$ cat config.mk
export PLATFORM = sky130hd
export DESIGN_NAME = rgb_to_ansi256_escape_unit
export DESIGN_NICKNAME = d
export VERILOG_FILES = /design/src/hw/rtl/rgbae_pkg.sv /design/src/hw/rtl/rgb_to_ansi256_escape_unit.sv
export SDC_FILE = /design/constraint.sdc
export NUM_CORES = 1
export LEC_CHECK = 0
export BUFFER_PORTS_ARGS = -buffer_cell sky130_fd_sc_hd__buf_2
export CORE_MARGIN = 10
export CORE_UTILIZATION = 57
export CTS_CLUSTER_SIZE = 28
export DETAILED_ROUTE_END_ITERATION = 8
export PLACE_DENSITY = 0.78
export SYNTH_ARGS = -nofsm -noshare
export SYNTH_HDL_FRONTEND = slang
export SYNTH_SLANG_ARGS = --single-unit
$ cat constraint.sdc
create_clock -name clk -period 12.4 [get_ports clk]
set_clock_uncertainty 0.15 [all_clocks]
set_input_delay 0.62 -clock clk [delete_from_list [all_inputs] [get_ports clk]]
set_output_delay 0.62 -clock clk [all_outputs]
set_load 0.02 [all_outputs]
$ cat src/hw/rtl/rgbae_pkg.sv
`timescale 1ns / 1ps
// ----------------------------------------------------------------------------
// rgbae_pkg
// Constants shared by the colour escape unit: the 16 base colours of the
// xterm palette, the fixed characters of the escape sequence and the index constants.
// ----------------------------------------------------------------------------
package rgbae_pkg;

  typedef logic [7:0]  byte_t;
  typedef logic [3:0]  digit_t;
  typedef logic [23:0] rgb_t;

  // base colours, packed as red, green, blue
  localparam rgb_t PALETTE16 [16] = '{
    24'h000000, 24'h800000, 24'h008000, 24'h808000,
    24'h000080, 24'h800080, 24'h008080, 24'hc0c0c0,
    24'h808080, 24'hff0000, 24'h00ff00, 24'hffff00,
    24'h0000ff, 24'hff00ff, 24'h00ffff, 24'hffffff
  };

  // characters of the sequence
  localparam byte_t CH_ESC   = 8'h1b;
  localparam byte_t CH_LBRKT = 8'h5b;
  localparam byte_t CH_THREE = 8'h33;
  localparam byte_t CH_FOUR  = 8'h34;
  localparam byte_t CH_EIGHT = 8'h38;
  localparam byte_t CH_SEMI  = 8'h3b;
  localparam byte_t CH_FIVE  = 8'h35;
  localparam byte_t CH_ZERO  = 8'h30;
  localparam byte_t CH_M     = 8'h6d;

  // number of bytes ahead of the decimal index
  localparam logic [3:0] PREFIX_LEN = 4'd7;

  // grey ramp and colour cube constants
  localparam logic [7:0] GREY_BASE = 8'd231;
  localparam logic [4:0] GREY_TOP  = 5'd25;
  localparam logic [7:0] WHITE_IDX = 8'd15;
  localparam logic [7:0] CUBE_BASE = 8'd16;

endpackage

$ cat src/hw/rtl/rgb_to_ansi256_escape_unit.sv
`timescale 1ns / 1ps
// ----------------------------------------------------------------------------
// rgb_to_ansi256_escape_unit
// Maps an RGB colour to an xterm 256-colour index and sends the matching
// escape sequence ESC [ 3|4 8 ; 5 ; <index> m one byte per transfer.
// ----------------------------------------------------------------------------
//
//  channel  direction  handshake           payload
//  input    in         in_valid/in_stall   foreground, red, green, blue
//  output   out        out_valid/out_stall out_byte, last
//
// An item is sent as 9, 10 or 11 bytes (one, two or three index digits);
// the byte serialiser sets the rate. An input register holds the next item
// while the serialiser sends the current one, so items follow with no gap.
// An input item is held in the input register, then in the serialiser register, before its first byte goes out.
// Reset clears both valid flags; a stall on the output freezes the sequence.
// ----------------------------------------------------------------------------
module rgb_to_ansi256_escape_unit (
  input  logic               clk,
  input  logic               rst,
  input  logic               in_valid,
  output logic               in_stall,
  input  logic               foreground,
  input  logic [7:0]         red,
  input  logic [7:0]         green,
  input  logic [7:0]         blue,
  output logic               out_valid,
  input  logic               out_stall,
  output rgbae_pkg::byte_t   out_byte,
  output logic               last
);
  import rgbae_pkg::*;

  // input register
  logic       s1_valid;
  logic       s1_fg;
  logic [7:0] s1_r, s1_g, s1_b;

  // serialiser register
  logic       s2_valid;
  logic       s2_fg;
  digit_t     s2_dig [3];
  logic [1:0] s2_ndig;
  logic [3:0] pos;

  logic in_fire, out_fire, s2_load;

  // ---------------------------------------------------------------- index
  logic        pal_hit;
  logic [3:0]  pal_idx;
  logic [10:0] grey_x5;
  logic [21:0] grey_prod;
  logic [4:0]  grey_v;
  logic [2:0]  cr, cg, cb;
  logic [7:0]  idx;

  // component scaled to 0..5, c*5/255 = c/51
  function automatic logic [2:0] cube_level(input logic [7:0] c);
    logic [2:0] l;
    if (c == 8'd255)      l = 3'd5;
    else if (c >= 8'd204) l = 3'd4;
    else if (c >= 8'd153) l = 3'd3;
    else if (c >= 8'd102) l = 3'd2;
    else if (c >= 8'd51)  l = 3'd1;
    else                  l = 3'd0;
    return l;
  endfunction

  always_comb begin
    pal_hit = 1'b0;
    pal_idx = '0;
    for (int i = 0; i < 16; i++) begin
      if ({s1_r, s1_g, s1_b} == PALETTE16[i] && !pal_hit) begin
        pal_hit = 1'b1;
        pal_idx = 4'(i);
      end
    end
  end

  // grey: r*25/255 = (r*5)/51, reciprocal 1286/65536 is exact here
  assign grey_x5   = {3'b000, s1_r} + {1'b0, s1_r, 2'b00};
  assign grey_prod = {11'd0, grey_x5} * 22'd1286;
  assign grey_v    = grey_prod[20:16];

  assign cr = cube_level(s1_r);
  assign cg = cube_level(s1_g);
  assign cb = cube_level(s1_b);

  always_comb begin
    if (pal_hit) begin
      idx = {4'd0, pal_idx};
    end else if (s1_r == s1_g && s1_r == s1_b) begin
      if (grey_v == 5'd0)          idx = 8'd0;
      else if (grey_v == GREY_TOP) idx = WHITE_IDX;
      else                         idx = GREY_BASE + {3'd0, grey_v};
    end else begin
      idx = CUBE_BASE + 8'd36 * {5'd0, cr} + 8'd6 * {5'd0, cg} + {5'd0, cb};
    end
  end

  // ---------------------------------------------------------------- digits
  logic [1:0]  d_hund;
  logic [6:0]  d_rem;
  logic [14:0] d_prod;
  logic [3:0]  d_tens, d_ones;
  logic [1:0]  d_ndig;
  digit_t      d_dig [3];

  always_comb begin
    if (idx >= 8'd200) begin
      d_hund = 2'd2;
      d_rem  = 7'(idx - 8'd200);
    end else if (idx >= 8'd100) begin
      d_hund = 2'd1;
      d_rem  = 7'(idx - 8'd100);
    end else begin
      d_hund = 2'd0;
      d_rem  = idx[6:0];
    end
    // x/10 as x*205 >> 11 for x below 100
    d_prod = {8'd0, d_rem} * 15'd205;
    d_tens = d_prod[14:11];
    d_ones = 4'(d_rem - {3'd0, d_tens} * 7'd10);
    // digits left-justified
    if (idx >= 8'd100) begin
      d_ndig   = 2'd3;
      d_dig[0] = {2'b00, d_hund};
      d_dig[1] = d_tens;
      d_dig[2] = d_ones;
    end else if (idx >= 8'd10) begin
      d_ndig   = 2'd2;
      d_dig[0] = d_tens;
      d_dig[1] = d_ones;
      d_dig[2] = '0;
    end else begin
      d_ndig   = 2'd1;
      d_dig[0] = d_ones;
      d_dig[1] = '0;
      d_dig[2] = '0;
    end
  end

  // ---------------------------------------------------------------- handshake
  logic [3:0] end_pos;
  logic [3:0] dig_pos;

  assign end_pos   = PREFIX_LEN + {2'b00, s2_ndig};
  assign last      = (pos == end_pos);
  assign out_valid = s2_valid;
  assign out_fire  = s2_valid && !out_stall;
  assign s2_load   = s1_valid && (!s2_valid || (out_fire && last));
  assign in_stall  = s1_valid && !s2_load;
  assign in_fire   = in_valid && !in_stall;

  // input register
  always_ff @(posedge clk) begin
    if (rst) begin
      s1_valid <= 1'b0;
    end else if (in_fire) begin
      s1_valid <= 1'b1;
    end else if (s2_load) begin
      s1_valid <= 1'b0;
    end
    if (in_fire) begin
      s1_fg <= foreground;
      s1_r  <= red;
      s1_g  <= green;
      s1_b  <= blue;
    end
  end

  // serialiser register
  always_ff @(posedge clk) begin
    if (rst) begin
      s2_valid <= 1'b0;
      pos      <= '0;
    end else if (s2_load) begin
      s2_valid <= 1'b1;
      pos      <= '0;
    end else if (out_fire) begin
      if (last) begin
        s2_valid <= 1'b0;
        pos      <= '0;
      end else begin
        pos <= pos + 4'd1;
      end
    end
    if (s2_load) begin
      s2_fg   <= s1_fg;
      s2_ndig <= d_ndig;
      s2_dig  <= d_dig;
    end
  end

  // ---------------------------------------------------------------- byte select
  assign dig_pos = pos - PREFIX_LEN;

  always_comb begin
    case (pos)
      4'd0:    out_byte = CH_ESC;
      4'd1:    out_byte = CH_LBRKT;
      4'd2:    out_byte = s2_fg ? CH_THREE : CH_FOUR;
      4'd3:    out_byte = CH_EIGHT;
      4'd4:    out_byte = CH_SEMI;
      4'd5:    out_byte = CH_FIVE;
      4'd6:    out_byte = CH_SEMI;
      default: begin
        if (last || dig_pos > 4'd2) out_byte = CH_M;
        else out_byte = CH_ZERO + {4'd0, s2_dig[dig_pos[1:0]]};
      end
    endcase
  end

endmodule
==> results.cfg <==
[finish]
layout_commonest_cell = ha_1
multi_input_area_um2 = 4730
diodes = 0
area_growth_syn_to_layout_pct = 11.4
regArea_um2 = 1320
nNetsFinal = 931
final_cell_mix = 134 x ha_1, 64 x nor2_1, 63 x inv_1, 40 x edfxtp_1, 39 x nand2_1
nFillCells = 874
drive_gt1_share_pct = 15.6

[global_route]
first_global_vias = 5249
grt_pass1_wl_um = 23600
grt_util_all_layers_pct = 17.3
grt_antenna_before_repair = 0
grt-ovfl-total = 0
grt_max_degree = 26

[synthesis]
synth.distinct_cells = 81
ys_ff_latch = 46
synth-edff-count = 40
yosysWarnings = 0
synth-main-ff-cell = edfxtp_1
synthArstFlopShare_pct = 0
syn-cell-area_um2 = 6260
syn_area_per_cell_um2 = 8.99
synthCells = 696
syn-num-nets = 878
yosysSeqAreaShare_pct = 21.1

[placement]
io_buffers = 38
place_ws_ps = -89.9
dp_hpwl_um = 11200
globalplace.congestion = 0.978

[timing]
setup_violations = 0
finalHoldViolCount = 0
slew_headroom_pct = 54.9
period_share_pct = 95.2
setup_ws_ps = 601
worst_pin_slew_ps = 676
fin_setup_tns_ps = 0
final.min_clock_period_ps = 11800
drv_slew = 0
max_freq_ghz = 0.0848
holdWs_ps = 281

[critical_path]
cp_max_fo = 7
worstSetupEndpointType = register
crit_type = register to register
crit_top_cell = ha_1
slowest_delay_ps = 510
cp.arrival_ps = 11810
crit_buf_inv = 4
path_delay_family = adder cells
cp_data_required_time_ps = 12410
critPathLaunchType = register
crit_slowest_cell = fa_1

[routing]
antenna_left = 0
wirelength_um = 14100
wire_per_inst_um = 15.8
dr.pass1.iters = 5
drt_iter0_drc = 537
drcViolationCount = 0
via_per_inst = 6.01
via_count = 5351

[clocking]
tritoncts = yes
cts_buffers = 5
htreeDepth = 2
cts-root-buf = clkbuf_8
clock_path_buffers = 2
clock-sinks = 46
cts_hold_buf = 0
clk_pin_slew_worst_paths_ps = 90
clock_latency_ps = 320

[floorplan]
start_util_pct = 58.0
die_area_um2 = 15600
core_um2 = 10800
rows = 38
pin_count = 40
die_y_um = 125
die_x_um = 125

[hold_path]
min_path_type = register to register

[outcome]
status = complete, no violations

[run]
drv_cap = 0
-- worst register-to-register path, delay by kind of cell, from the launching register on --
family          cells  cell delay (ps)
compound gates     22             3610
xor+xnor            7             1560
fa+ha+maj          14             4780
buf+inv             4              480
flops               1              420
simple gates        6              660
-- registers in the layout, indices dropped and copies added (netlist names) --
register,count
s1_b,8
s2_ndig,2
out_valid,1
s1_fg,1
s2_fg,1
s1_valid,1
s2_dig,12
s1_g,8
s1_r,8
pos,4
-- cell usage after synthesis (all sizes together), types with 5 or more instances --
cell type	count	area share, %
edfxtp	40	19
nand2b	7	0.70
xor2	13	1.8
and2	9	0.94
buf	5	0.44
fa	16	5.1
a211oi	7	0.84
inv	64	3.8
a31oi	13	1.3
nand3	12	0.96
and3	9	0.90
a211o	5	0.72
ha	137	27
nor2b	8	0.84
or4	6	0.78
mux2i	6	0.96
o21ai	26	2.2
clkbuf	13	0.80
xnor2	23	3.6
or3	9	0.98
nor3	22	1.8
nand2	39	2.3
dfxtp	6	1.9
a21o	8	0.96
o211ai	5	0.68
a21oi	40	3.3
nand4	7	0.70
nor2	66	4.0
o22ai	10	1.0
o31ai	6	1.0
o21a	8	0.96
-- worst paths after layout --
path / startpoint / end / slack [ps] / cells after the start
min reg2reg: s1_fg / s2_fg / 280 / 0
min: s1_fg / s2_fg / 280 / 0
max reg2reg: s1_r[2] / s2_dig[11] / 600 / 53
max: s1_r[2] / s2_dig[11] / 600 / 53
-- per-layer routing --
metal	track usage, %	vias up	share of wire (%)
met5	0	-	0
met4	4.80	0	1.8
met3	2.94	28	4.8
met2	31.0	164	50
met1	20.7	2510	43
li1	-	2649	-
-- cell type report --
type                    count  area share [%]
clock buffers               6            1.04
clock inverters             2           0.539
inverters                  64            3.45
multi-input cells         568            67.9
flip-flops and latches     46            19.0
well taps                 140            2.51
repair buffers             64            5.58
-- timing repair --
item	4_1_cts	5_1_grt
setup buffers	0	16
pin swaps	0	6
gates resized for setup	2	29
setup endpoints to repair	3	8
-- cell families after synthesis --
| group | share of synthesized area [%] |
|---|---|
| and+or+nand+nor | 16.5 |
| other | 0.0599 |
| xor gates and xnor gates | 5.76 |
| AOI/OAI and AO/OA | 17.5 |
| muxes | 1.50 |
| buffers and inverters | 5.08 |
| DFF | 21.1 |
| adders and majority gates | 32.5 |
-- through the flow --
| stage | std cells | utilization [%] | area (um2) |
|---|---|---|---|
| 2_1_floorplan | 696 | - | 6260 |
| 3_3_place_gp | 866 | 61.4 | 6620 |
| 3_5_place_dp | 866 | 61.4 | 6620 |
| 4_1_cts | 874 | 62.4 | 6740 |
| 5_1_grt | 890 | 64.6 | 6970 |
| 6_report | 890 | 64.6 | 6970 |
Power is left out: the tool's default activity adds up to more than one toggle a clock period on the data nets, which glitch-free logic cannot reach.
